File: config.mk
export PLATFORM = sky130hd
export DESIGN_NAME = encoder_status_blink_code_core
export DESIGN_NICKNAME = d
export VERILOG_FILES = /design/src/rtl/core/esbc_pkg.sv /design/src/rtl/core/encoder_status_blink_code_core.sv /design/src/rtl/core/esbc_led.sv /design/src/rtl/core/esbc_skid.sv
export SDC_FILE = /design/constraint.sdc
export NUM_CORES = 1
export LEC_CHECK = 0
export BUFFER_PORTS_ARGS = -buffer_cell sky130_fd_sc_hd__buf_2
export CORE_ASPECT_RATIO = 0.6
export CORE_MARGIN = 4
export CORE_UTILIZATION = 25
export CTS_BUF_LIST = sky130_fd_sc_hd__clkbuf_2 sky130_fd_sc_hd__clkbuf_4 sky130_fd_sc_hd__clkbuf_8
export CTS_CLUSTER_SIZE = 24
export DETAILED_ROUTE_END_ITERATION = 10
export SLEW_MARGIN = 10
export SYNTH_ARGS = -nofsm -noshare
export SYNTH_HDL_FRONTEND = slang
export SYNTH_SLANG_ARGS = --single-unit
File: constraint.sdc
create_clock -name clk -period 4.1 [get_ports clk]
set_input_delay 0.205 -clock clk [delete_from_list [all_inputs] [get_ports clk]]
set_output_delay 0.205 -clock clk [all_outputs]
set_load 0.05 [all_outputs]
File: src/rtl/core/esbc_pkg.sv
// Package for the encoder status and blink-code core.
// Holds the beat payload structs, the blink phase struct, flag positions and timing constants.
// No dependencies.
package esbc_pkg;

	// Input beat: one millisecond tick.
	typedef struct packed {
		logic        sensor_present;
		logic [7:0]  sensor_status;
		logic [11:0] sensor_angle;
		logic        crc_error;
		logic        is_enumerated;
		logic [7:0]  node_id;
	} in_t;

	// Output beat: one result per tick.
	typedef struct packed {
		logic        err_led;
		logic        stat_led;
		logic [4:0]  encoder_flags;
		logic [11:0] angle;
	} out_t;

	// Blink timing state handed to the LED logic.
	typedef struct packed {
		logic [9:0] startup_time;
		logic [3:0] err_idx;
		logic [7:0] err_pos;
		logic [4:0] stat_idx;
		logic [7:0] stat_pos;
	} phase_t;

	// Configuration register indexes.
	typedef enum logic [1:0] {
		REG_SAMPLE_PERIOD = 2'd0,
		REG_STALE_LIMIT   = 2'd1,
		REG_CRC_HOLD      = 2'd2
	} reg_idx_t;

	localparam logic [7:0]  SAMPLE_PERIOD_RST = 8'd2;
	localparam logic [15:0] STALE_LIMIT_RST   = 16'd50;
	localparam logic [15:0] CRC_HOLD_RST      = 16'd2000;

	// Encoder flag bit positions.
	localparam int FLAG_I2C_OK   = 0;
	localparam int FLAG_DETECTED = 1;
	localparam int FLAG_WEAK     = 2;
	localparam int FLAG_STRONG   = 3;
	localparam int FLAG_STALE    = 4;

	// Sensor status bit positions.
	localparam int STS_DETECTED = 5;
	localparam int STS_WEAK     = 4;
	localparam int STS_STRONG   = 3;

	localparam logic [4:0] FLAGS_RST = 5'b10000;

	// Pulse timing: 240 ms slot, on for the first 120 ms.
	localparam logic [7:0] PULSE_LAST = 8'd239;
	localparam logic [7:0] PULSE_ON   = 8'd120;

	// Error cycle of 2000 ms ends at slot 8, position 79.
	localparam logic [3:0] ERR_LAST_IDX = 4'd8;
	localparam logic [7:0] ERR_LAST_POS = 8'd79;

	// Status cycle of 5000 ms ends at slot 20, position 199.
	localparam logic [4:0] STAT_LAST_IDX = 5'd20;
	localparam logic [7:0] STAT_LAST_POS = 8'd199;

	// Startup double blink.
	localparam logic [9:0] STARTUP_END    = 10'd600;
	localparam logic [9:0] STARTUP_ON1_HI = 10'd120;
	localparam logic [9:0] STARTUP_ON2_LO = 10'd240;
	localparam logic [9:0] STARTUP_ON2_HI = 10'd360;

	// Error blink codes, value is the pulse count.
	typedef enum logic [2:0] {
		ERR_NONE      = 3'd0,
		ERR_NO_MAGNET = 3'd1,
		ERR_WEAK      = 3'd2,
		ERR_STRONG    = 3'd3,
		ERR_CRC       = 3'd4,
		ERR_I2C       = 3'd5
	} err_code_t;

endpackage

File: src/rtl/core/encoder_status_blink_code_core.sv
// Top level of the encoder status and blink-code core.
// Holds the tick state and configuration; uses esbc_pkg, esbc_led and esbc_skid.
//
//  channel | signals                        | content
//  --------+--------------------------------+-------------------------------
//  in      | in_valid, in_ready, in_data    | one millisecond tick per beat
//  out     | out_valid, out_ready, out_data | LED drive, flags, angle
//  cfg     | cfg_wen, cfg_index, cfg_data   | register write, no read-back
//
// Each input beat is evaluated in the cycle it is accepted and its result is
// registered, so one beat per cycle is sustained while the output buffer has room.
// A two-entry output buffer keeps input open while one result waits; input
// stalls only when both entries are held. Reset clears the tick state, sets
// the flags to their reset value and loads the register defaults.
module encoder_status_blink_code_core (
	input  logic            clk,
	input  logic            arst_n,
	input  logic            in_valid,
	output logic            in_ready,
	input  esbc_pkg::in_t   in_data,
	output logic            out_valid,
	input  logic            out_ready,
	output esbc_pkg::out_t  out_data,
	input  logic            cfg_wen,
	input  logic [1:0]      cfg_index,
	input  logic [15:0]     cfg_data
);

	// Configuration registers.
	logic [7:0]  sample_period_q;
	logic [15:0] stale_limit_q;
	logic [15:0] crc_hold_q;

	// Tick state.
	esbc_pkg::phase_t phase_q;
	logic [15:0] good_age_q;
	logic [7:0]  sample_age_q;
	logic [15:0] crc_rem_q;
	logic [4:0]  flags_q;
	logic [11:0] angle_q;

	logic             in_fire;
	logic             buf_full;
	logic [15:0]      crc_base;
	logic             sample_due;
	logic             detected;
	logic [4:0]       flags_new;
	logic [11:0]      angle_new;
	logic [15:0]      good_age_smp;
	esbc_pkg::out_t   result;
	esbc_pkg::phase_t phase_next;
	logic             err_wrap;
	logic             stat_wrap;

	assign in_ready = !buf_full;
	assign in_fire  = in_valid && in_ready;

	// Configuration writes; indexes beyond the list are ignored.
	always_ff @(posedge clk or negedge arst_n) begin
		if (!arst_n) begin
			sample_period_q <= esbc_pkg::SAMPLE_PERIOD_RST;
			stale_limit_q   <= esbc_pkg::STALE_LIMIT_RST;
			crc_hold_q      <= esbc_pkg::CRC_HOLD_RST;
		end else if (cfg_wen) begin
			case (cfg_index)
				esbc_pkg::REG_SAMPLE_PERIOD: sample_period_q <= cfg_data[7:0];
				esbc_pkg::REG_STALE_LIMIT:   stale_limit_q   <= cfg_data;
				esbc_pkg::REG_CRC_HOLD:      crc_hold_q      <= cfg_data;
				default: ;
			endcase
		end
	end

	// CRC hold restarts on an error in this tick.
	assign crc_base   = in_data.crc_error ? crc_hold_q : crc_rem_q;
	assign sample_due = (sample_age_q == 8'd0);
	assign detected   = in_data.sensor_status[esbc_pkg::STS_DETECTED];

	// Sensor sample: flags, angle latch and good-sample age.
	always_comb begin
		flags_new    = flags_q;
		angle_new    = angle_q;
		good_age_smp = good_age_q;
		if (sample_due) begin
			if (!in_data.sensor_present) begin
				flags_new = esbc_pkg::FLAGS_RST;
			end else begin
				if (detected) begin
					angle_new    = in_data.sensor_angle;
					good_age_smp = 16'd0;
				end
				flags_new[esbc_pkg::FLAG_I2C_OK]   = 1'b1;
				flags_new[esbc_pkg::FLAG_DETECTED] = detected;
				flags_new[esbc_pkg::FLAG_WEAK]     =
					in_data.sensor_status[esbc_pkg::STS_WEAK];
				flags_new[esbc_pkg::FLAG_STRONG]   =
					in_data.sensor_status[esbc_pkg::STS_STRONG];
				flags_new[esbc_pkg::FLAG_STALE]    = good_age_smp > stale_limit_q;
			end
		end
	end

	esbc_led u_led (
		.phase         (phase_q),
		.flags         (flags_new),
		.crc_active    (crc_base != 16'd0),
		.is_enumerated (in_data.is_enumerated),
		.node_id       (in_data.node_id),
		.err_led       (result.err_led),
		.stat_led      (result.stat_led)
	);

	assign result.encoder_flags = flags_new;
	assign result.angle         = angle_new;

	// Blink phase advance: startup time, slot position and slot index per accepted beat.
	assign err_wrap  = (phase_q.err_idx == esbc_pkg::ERR_LAST_IDX) &&
		(phase_q.err_pos == esbc_pkg::ERR_LAST_POS);
	assign stat_wrap = (phase_q.stat_idx == esbc_pkg::STAT_LAST_IDX) &&
		(phase_q.stat_pos == esbc_pkg::STAT_LAST_POS);

	always_comb begin
		phase_next = phase_q;
		if (phase_q.startup_time < esbc_pkg::STARTUP_END) begin
			phase_next.startup_time = phase_q.startup_time + 10'd1;
		end
		if (err_wrap) begin
			phase_next.err_idx = 4'd0;
			phase_next.err_pos = 8'd0;
		end else if (phase_q.err_pos == esbc_pkg::PULSE_LAST) begin
			phase_next.err_idx = phase_q.err_idx + 4'd1;
			phase_next.err_pos = 8'd0;
		end else begin
			phase_next.err_pos = phase_q.err_pos + 8'd1;
		end
		if (stat_wrap) begin
			phase_next.stat_idx = 5'd0;
			phase_next.stat_pos = 8'd0;
		end else if (phase_q.stat_pos == esbc_pkg::PULSE_LAST) begin
			phase_next.stat_idx = phase_q.stat_idx + 5'd1;
			phase_next.stat_pos = 8'd0;
		end else begin
			phase_next.stat_pos = phase_q.stat_pos + 8'd1;
		end
	end

	// Tick state update on each accepted beat.
	always_ff @(posedge clk or negedge arst_n) begin
		if (!arst_n) begin
			phase_q      <= '0;
			good_age_q   <= 16'd0;
			sample_age_q <= 8'd0;
			crc_rem_q    <= 16'd0;
			flags_q      <= esbc_pkg::FLAGS_RST;
			angle_q      <= 12'd0;
		end else if (in_fire) begin
			phase_q <= phase_next;
			flags_q <= flags_new;
			angle_q <= angle_new;
			if (good_age_smp != 16'hFFFF) begin
				good_age_q <= good_age_smp + 16'd1;
			end else begin
				good_age_q <= good_age_smp;
			end
			if (({1'b0, sample_age_q} + 9'd1) >= {1'b0, sample_period_q}) begin
				sample_age_q <= 8'd0;
			end else begin
				sample_age_q <= sample_age_q + 8'd1;
			end
			if (crc_base != 16'd0) begin
				crc_rem_q <= crc_base - 16'd1;
			end else begin
				crc_rem_q <= 16'd0;
			end
		end
	end

	esbc_skid u_skid (
		.clk       (clk),
		.arst_n    (arst_n),
		.push      (in_fire),
		.push_data (result),
		.full      (buf_full),
		.out_valid (out_valid),
		.out_ready (out_ready),
		.out_data  (out_data)
	);

endmodule

File: src/rtl/core/esbc_led.sv
// LED drive logic for the encoder status and blink-code core.
// Picks the error code by priority and forms both blink patterns.
// Depends on esbc_pkg.
module esbc_led (
	input  esbc_pkg::phase_t phase,
	input  logic [4:0]       flags,
	input  logic             crc_active,
	input  logic             is_enumerated,
	input  logic [7:0]       node_id,
	output logic             err_led,
	output logic             stat_led
);

	esbc_pkg::err_code_t err_code;
	logic                startup;
	logic                startup_on;
	logic [7:0]          pulses;

	// Error code priority: crc, i2c, no magnet, weak, strong.
	always_comb begin
		if (crc_active) begin
			err_code = esbc_pkg::ERR_CRC;
		end else if (!flags[esbc_pkg::FLAG_I2C_OK]) begin
			err_code = esbc_pkg::ERR_I2C;
		end else if (!flags[esbc_pkg::FLAG_DETECTED]) begin
			err_code = esbc_pkg::ERR_NO_MAGNET;
		end else if (flags[esbc_pkg::FLAG_WEAK]) begin
			err_code = esbc_pkg::ERR_WEAK;
		end else if (flags[esbc_pkg::FLAG_STRONG]) begin
			err_code = esbc_pkg::ERR_STRONG;
		end else begin
			err_code = esbc_pkg::ERR_NONE;
		end
	end

	// Startup double blink during the first 600 ms.
	assign startup    = phase.startup_time < esbc_pkg::STARTUP_END;
	assign startup_on = (phase.startup_time < esbc_pkg::STARTUP_ON1_HI) ||
		((phase.startup_time >= esbc_pkg::STARTUP_ON2_LO) &&
		 (phase.startup_time < esbc_pkg::STARTUP_ON2_HI));

	// Node id 255 wraps to zero pulses.
	assign pulses = node_id + 8'd1;

	// A pulse is lit while its slot is below the count and in its first half.
	always_comb begin
		if (startup) begin
			err_led  = startup_on;
			stat_led = startup_on;
		end else begin
			err_led  = (err_code != esbc_pkg::ERR_NONE) &&
				(phase.err_idx < {1'b0, err_code}) &&
				(phase.err_pos < esbc_pkg::PULSE_ON);
			stat_led = (err_code == esbc_pkg::ERR_NONE) && is_enumerated &&
				({3'b000, phase.stat_idx} < pulses) &&
				(phase.stat_pos < esbc_pkg::PULSE_ON);
		end
	end

endmodule

File: src/rtl/core/esbc_skid.sv
// Two-entry output buffer for the encoder status and blink-code core.
// Lets a new beat enter while a finished result waits. Depends on esbc_pkg.
module esbc_skid (
	input  logic             clk,
	input  logic             arst_n,
	input  logic             push,
	input  esbc_pkg::out_t   push_data,
	output logic             full,
	output logic             out_valid,
	input  logic             out_ready,
	output esbc_pkg::out_t   out_data
);

	logic           out_valid_q;
	logic           skid_valid_q;
	esbc_pkg::out_t out_q;
	esbc_pkg::out_t skid_q;
	logic           pop;

	assign pop       = out_valid_q && out_ready;
	assign full      = skid_valid_q;
	assign out_valid = out_valid_q;
	assign out_data  = out_q;

	// Valid flags; a push only happens while the skid entry is free.
	always_ff @(posedge clk or negedge arst_n) begin
		if (!arst_n) begin
			out_valid_q  <= 1'b0;
			skid_valid_q <= 1'b0;
		end else begin
			if (push) begin
				if (!out_valid_q || pop) begin
					out_valid_q <= 1'b1;
				end else begin
					skid_valid_q <= 1'b1;
				end
			end else if (pop) begin
				out_valid_q  <= skid_valid_q;
				skid_valid_q <= 1'b0;
			end
		end
	end

	// Payload moves without reset.
	always_ff @(posedge clk) begin
		if (push) begin
			if (!out_valid_q || pop) begin
				out_q <= push_data;
			end else begin
				skid_q <= push_data;
			end
		end else if (pop && skid_valid_q) begin
			out_q <= skid_q;
		end
	end

endmodule

==> key figures, run 1 <==
Timing
  • Period utilisation layout: 85.67%
  • Number of max-slew violations in the final report: 0
  • Time the worst path needs with I/O delays and setup: 3.513 ns
  • Worst hold-check slack: between 0.04 and 0.05 ns
  • Final setup skew: roughly 0.012 ns
  • Hold Vio Cnt, Final: 0
  • Worst-case headroom to the max-slew limit: between 20% and 30%
  • Worst-margin pin slew: 1.109 ns
  • FMAX: 284.7 MHz
  • Final-report setup violation count: 0
  • Setup TNS: 0 ns
  • Unrepaired setup endpoints after global routing: false

Clock tree
  • Clock-pin slew on the worst setup and hold paths: 0.10 ns
  • Cell at the root of the clock tree: clkbuf_8
  • CTS H-Tree Depth: 4
  • Number of buffers inserted to repair setup after CTS: 0
  • Clock buffer count from CTS: 17
  • TritonCTS sink count: about 170
  • Buffers from clock root to sink, at most: 2
  • Clock tree from TritonCTS: done
  • Worst-skew pair later-pin latency: roughly 0.49 ns

Logic synthesis
  • Cells after Synth: 952
  • Post-synthesis async set-or-reset flop share: 77.91%
  • Synthesized-area fraction occupied by adder cells: 5.703%
  • Main synth FF type: dfrtp_1
  • Count of flip-flops with a built-in enable after synthesis: 38
  • Synthesized-area fraction occupied by xor and xnor cells: 3.156%
  • Mapped Area: 0.009434 mm^2
  • Synth cell types: 76
  • Post-synth top area cell: dfrtp_1
  • Synth Area in Compound Gates: 15.49%
  • Mean cell area of the mapped netlist: 9.910 um^2
  • Mux contribution to synthesized area: 5.371%
  • Yosys warning count: 0
  • Total of flip-flops plus latches after synthesis: 172
  • Top area cells in the synthesized netlist: dfrtp_1 (33%), edfxtp_1 (12%), ha_1 (5.7%)
  • Register area share after synthesis: 47.79%
  • Synthesized-area fraction occupied by and/or/nand/nor cells: 18.59%
  • Post-synth net total: 1049
  • Main combinational cell family by area after synthesis: simple AND/OR/NAND/NOR gates
  • Portion of synthesized cell area occupied by the leading cell type: around 33%

Detailed routing
  • DRT Wirelength: approximately 24 mm
  • Via total after detailed routing: ~7400
  • Post-DR wirelength/cell: approximately 16 um
  • Via count normalized by instance count: 4.763
  • DRC: 0
  • Initial drt markers: 514
  • Antenna violation net count after detailed routing: 0
  • Drt pass-1 iters: 5

Setup path
  • Crit start category: flop
  • Crit end category: flop
  • RR Startpoint: sample_age_q[0]
  • Critical path arrival: 3.94 ns
  • Critical path required time: 4.53 ns
  • Launching instance or port of the critical path: sample_age_q[0]
  • Highest-delay cell along the critical path: or4b_4
  • Worst setup path category: flop to flop
  • Critical path fanouts, max: 9
  • Ordered list of cells on the worst path: inv_1 -> ha_1 -> or4b_4 -> or3_1 -> and2_1 -> ha_1 -> and3_1 -> nand3_1 -> or4_1 -> nand3_1 -> or4_1 -> nand3_1
  • Peak per-stage delay on the critical path: 0.51 ns
  • Most frequent CP cell: nand3_1

Floorplanning
  • Initial core utilization: around a quarter
  • Row count: 54
  • Io pins: 75
  • Die area: 0.04101 mm^2
  • Die Span Y: between 150 and 200 um
  • Chip Width: 258.8 um
  • Area of the core region: 0.03676 mm^2

Cells and area
  • Number of inserted filler cells in the final layout: about 3900
  • Layout cells sized above 1: 17.30%
  • Finished Cell Area: around 0.011 mm^2
  • Sequential standard cell area: 0.004508 mm^2
  • Final cell count without fillers: 1556
  • Antenna Cells: 0
  • Multi-input logic area: ~0.0046 mm^2
  • Final net count: 1136
  • Layout-stage area growth over the synthesis result: 17.04%

Min path
  • Class of the tightest hold or removal check: input port to flop
  • Startpoint of the tightest hold check path: in_data[21]

GRT
  • Total global-route track usage: 11.84%
  • Sum of overflow across all layers after global routing: 0
  • Via count of the first global-routing pass: 6924
  • Number of antenna violations at the first check in global routing: 2
  • Global-route wire length before repair: 38.47 mm
  • Pin count of the biggest net entering global routing: 74

Outcome
  • Run status: completed

Placement
  • Count of placed standard cells including taps: 1495
  • Detailed placement HPWL: 17.29 mm
  • IO Port Bufs: 69
  • Global placement routability congestion: slightly above 0.8
  • Post-placement cell area: 0.01035 mm^2

Run
  • Max-capacitance violation count: 0

Pwr
  • Power per cell area: 555.1 mW/mm^2
  • Pleak: between 4 and 5 nW
  • Max IR drop VDD: 0.2168 mV
==> where the power goes <==
group	internal (mW)	total, mW	switching, mW
Sequential	2.30	2.75	0.445
Combinational	0.809	2.12	1.31
Clock	0.552	1.26	0.707
==> per-layer routing <==
metal | share of wire (%) | global-route usage (%) | up-vias
li1 | - | - | 3608
met1 | 55 | 19.39 | 3567
met2 | 37 | 15.03 | 212
met3 | 6.7 | 3.068 | 20
met4 | 0.72 | 2.542 | 4
met5 | 0.12 | 0 | -
==> final timing paths <==
| path | to | cells past startpoint | slack (ns) |
|---|---|---|---|
| worst max-delay path | good_age_q[11] | 12 | 0.59 |
| max in group asynchronous | flags_q[4] | 3 | 2.81 |
| min in group asynchronous | sample_period_q[2] | 2 | 0.29 |
| worst min-delay path | u_skid.skid_q[11] | 3 | 0.05 |
| worst max register to register | good_age_q[11] | 12 | 0.59 |
| worst min register to register | phase_q[25] | 1 | 0.50 |
==> Yosys cell counts (all sizes together) (12+ instances only) <==
library cell and instances:
xnor2 17, and3 15, clkbuf 33, buf 12
dfrtp 123, ha 43, or2 17, nor2b 20
nand4 13, nand2 115, a21oi 41, inv 47
mux2 37, nor3 26, a22o 12, edfxtp 38
nor2 51, nand3 36, o31ai 13, xor2 17
o21a 32, o21ai 54
==> stage by stage <==
step	power, mW	worst slack (ns)	utilization (%)
detailed placement	4.878	0.6220	28.17
CTS	6.173	0.5959	30.04
floorplan	4.222	0.6645	-
global placement	4.805	0.6828	28.17
finish	6.130	0.5875	30.04
global route	6.562	0.3586	30.04
==> cells in the final DEF, fill, tap and decap left out, types with 11 or more instances in the layout <==
| cell type | instances |
|---|---|
| nand2_1 | 114 |
| edfxtp_1 | 38 |
| ha_1 | 43 |
| and3_1 | 15 |
| nand3_1 | 36 |
| dfrtp_1 | 123 |
| buf_4 | 15 |
| o21ai_0 | 53 |
| clkbuf_8 | 17 |
| xor2_1 | 17 |
| xnor2_1 | 17 |
| or2_1 | 11 |
| dfstp_2 | 11 |
| nor2_1 | 50 |
| buf_2 | 68 |
| nand4_1 | 13 |
| nor3_1 | 25 |
| o21a_1 | 32 |
| a21oi_1 | 41 |
| inv_1 | 47 |
| nor2b_1 | 19 |
| mux2_2 | 37 |
| a22o_1 | 12 |
| o31ai_1 | 13 |
| dlygate4sd3_1 | 29 |
==> critical path, delay by kind of cell (launching register included) <==
kind | cells | cell delay [ns]
adders and majority gates | 2 | 0.42
buffers and inverters | 1 | 0.11
DFF | 1 | 0.46
and+or+nand+nor | 9 | 2.47
==> final cells by class <==
class                           count  share of cell area (%)
Timing Repair Buffer              113                   6.833
Tap cell                          504                   5.711
Clock buffer                       17                   2.119
Sequential cell                   172                   40.83
Inverter                           48                   1.632
Multi-Input combinational cell    687                   41.39
Clock inverter                     15                   1.484
==> flip-flops by register name (all words and copies together) (netlist names) <==
signal / flops
sample_age_q: 8
u_skid.full: 1
sample_period_q: 8
u_skid.out_valid: 1
crc_rem_q: 16
stale_limit_q: 16
angle_q: 12
good_age_q: 16
u_skid.skid_q: 19
crc_hold_q: 16
flags_q: 5
phase_q: 35
u_skid.out_data: 19
==> what timing repair did <==
action                                  4_1_cts  5_1_grt
hold buffers                                 29        0
hold endpoints to repair                    112        0
gates resized for setup                       0        0
endpoints found under the setup margin        0        0
==> logic make-up after synthesis <==
kind of cell             count (synthesis)
buffers and inverters                   93
flip-flops                             172
AND/OR/NAND/NOR                        346
adder cells (fa/ha/maj)                 43
AO/OA/AOI/OAI                          218
multiplexers                            46
XOR/XNOR                                34
Power figures use the tool's default switching activity.
==> run 2: changes to the inputs <==
--- a/config.mk
+++ b/config.mk
@@ -5,7 +5,7 @@
 export SDC_FILE = /design/constraint.sdc
 export NUM_CORES = 1
 export LEC_CHECK = 0
-export BUFFER_PORTS_ARGS = -buffer_cell sky130_fd_sc_hd__buf_2
+export BUFFER_PORTS_ARGS = -buffer_cell sky130_fd_sc_hd__buf_4
 export CORE_ASPECT_RATIO = 0.6
 export CORE_MARGIN = 4
 export CORE_UTILIZATION = 25
==> run 2 against run 1 <==
Register-to-register slack better by 0.03 ns. Worst setup slack better by 0.035 ns. Total power up 0.75%. Final area rose by 1.2%. Non-clock buffer count shrank 4. Sequential power barely moved. Die area did not move. Final cell count shrank 0.26%. Clock skew grew 0.0042 ns. Core utilization grew 0.37 points. Highest routed layer is now met4.
==> key figures, run 2 (synthesis gave the netlist of run 1 again) <==
Cells and area
  • Final net count: 1132
  • Layout cells sized above 1: 17.27%
  • Layout-stage area growth over the synthesis result: 18.49%
  • Commonest non-fill, non-tap cells in the layout: dfrtp_1 (123), nand2_1 (114), buf_4 (80), o21ai_0 (53), nor2_1 (50)
  • Flip-flop count of the largest register, all copies and words added: 35
  • Post-layout util: 30.41%
  • Sequential standard cell area: 0.004508 mm^2
  • Leading cell type in the layout, fill and taps excluded: dfrtp_1
  • Multi-input logic area: around 0.0046 mm^2
  • Finished Cell Area: 0.01118 mm^2
  • Final cell count without fillers: 1552
  • Largest reg by FF count: phase_q
  • Number of inserted filler cells in the final layout: 3824
  • Antenna Cells: 0

Setup path
  • Crit path to: good_age_q[11]
  • Ordered list of cells on the worst path: inv_1 -> ha_1 -> or4b_4 -> or3_1 -> and2_1 -> ha_1 -> and3_1 -> nand3_1 -> or4_1 -> buf_4 -> nand3_1 -> or4_1 -> nand3_1
  • Critical path arrival: a little under 4 ns
  • Crit start category: flop
  • Most frequent CP cell: nand3_1
  • Critical path fanouts, max: 15
  • R2r endpoint: good_age_q[11]
  • Peak per-stage delay on the critical path: between 0.5 and 0.6 ns
  • Crit end category: flop
  • RR Startpoint: sample_age_q[0]
  • Highest-delay cell along the critical path: or4b_4
  • Worst setup path category: flop to flop
  • Critical path depth: 13
  • Logic depth of the worst register-to-register path: 13
  • Critical path required time: 4.52 ns
  • Launching instance or port of the critical path: sample_age_q[0]
  • Reg-to-reg slack, setup: roughly 0.62 ns
  • Family with the most delay on the worst path: simple AND/OR/NAND/NOR gates
  • Worst path bufs/invs: 2

Pwr
  • Part of the total power dissipated in the clock network: between 20% and 30%
  • Pleak: 4.665 nW
  • Sw frac: 39.67%
  • Combinational power share: a little over a third
  • Share of total power in sequential cells: 44.6%
  • Total power after layout: 6.176 mW
  • Power per cell area: 552.5 mW/mm^2
  • Cell internal power dissipation: 3.726 mW
  • Switching power summed over all nets: around 2.4 mW
  • Max IR drop VDD: 0.2069 mV

GRT
  • Sum of overflow across all layers after global routing: 0
  • Global-route wire length before repair: 38.88 mm
  • Via count of the first global-routing pass: 7094
  • Number of antenna violations at the first check in global routing: 0
  • Total global-route track usage: 11.96%
  • Pin count of the biggest net entering global routing: around 80

Floorplanning
  • Initial core utilization: around 26%
  • Die Span Y: 158.5 um
  • Chip Width: ~260 um
  • Die area: slightly above 0.04 mm^2
  • Row count: between 50 and 60
  • Area of the core region: around 0.037 mm^2
  • Io pins: 75

Clock tree
  • Clock-pin slew on the worst setup and hold paths: 0.10 ns
  • Cell at the root of the clock tree: clkbuf_8
  • Buffers from clock root to sink, at most: 2
  • CTS H-Tree Depth: 4
  • Clock buffer count from CTS: 17
  • TritonCTS sink count: 172
  • CTS resizes: 0
  • Worst-skew pair later-pin latency: around 0.48 ns
  • Clock tree from TritonCTS: done
  • Number of buffers inserted to repair setup after CTS: 0

Placement
  • Post-placement setup slack: approximately 0.66 ns
  • Post-placement cell area: 0.01050 mm^2
  • Global placement routability congestion: around 0.82
  • IO Port Bufs: 69
  • Detailed placement HPWL: 17.47 mm
  • Count of placed standard cells including taps: 1492

Timing
  • Worst-margin pin slew: 1.160 ns
  • Final-report setup violation count: 0
  • Period utilisation layout: 84.82%
  • Time the worst path needs with I/O delays and setup: around 3.5 ns
  • Worst-case headroom to the max-slew limit: 22.59%
  • Final setup skew: 0.01661 ns
  • Hold Vio Cnt, Final: 0
  • Setup TNS: 0 ns
  • Number of max-slew violations in the final report: 0
  • Slack of the critical path: 0.6224 ns
  • Worst hold-check slack: roughly 0.038 ns
  • Unrepaired setup endpoints after global routing: false
  • FMAX: 287.6 MHz

Outcome
  • Run status: completed

Detailed routing
  • Drt pass-1 iters: 5
  • DRC: 0
  • Post-DR wirelength/cell: 15.69 um
  • Via count normalized by instance count: 4.771
  • Initial drt markers: 579
  • Antenna violation net count after detailed routing: 0
  • Via total after detailed routing: 7404
  • DRT Wirelength: 24.35 mm

Run
  • Max-capacitance violation count: 0

Min path
  • Class of the tightest hold or removal check: input port to flop
[run 2: worst min-delay path by stage]
stage,from,to,cells after the start
2_1_floorplan,arst_n,angle_q[0],0
3_3_place_gp,arst_n,sample_period_q[5],1
3_5_place_dp,arst_n,stale_limit_q[3],1
4_1_cts,in_data[20],u_skid.skid_q[10],3
5_1_grt,in_data[20],u_skid.skid_q[10],3
6_report,in_data[20],u_skid.skid_q[10],3
[run 2: layout make-up]
type,instances,share of cell area (%)
clock buffer,18,2.160
clock inverter,14,1.388
inverter,48,1.612
multi-input combinational,687,40.89
sequential,172,40.33
tap,504,5.641
timing repair buffer,109,7.981
[run 2: power by group through the flow]
stage          clock, mW  combinational (mW)  sequential, mW
2_1_floorplan          0                1.35            2.87
3_3_place_gp           0                2.08            2.76
3_5_place_dp           0                2.15            2.77
4_1_cts             1.29                2.18            2.74
5_1_grt             1.37                2.41            2.83
6_report            1.26                2.17            2.75
[run 2: what timing repair did]
action                                 4_1_cts  5_1_grt
endpoints found under the hold margin      121        0
setup endpoints to repair                    0        0
hold buffers                                28        0
[run 2: worst register-to-register path: cells and delay by family, from the launching register on]
kind,cells,cell delay (ns)
adders and majority gates,2,0.40
buffers and inverters,2,0.30
DFF,1,0.46
and+or+nand+nor,9,2.27
[run 2: layer usage]
layer	track usage, %	vias up	routed length, um
met5	0	-	0
met4	2.285	0	161
met3	3.449	15	1758
met2	15.84	203	9100
met1	18.96	3578	13330
li1	-	3608	-
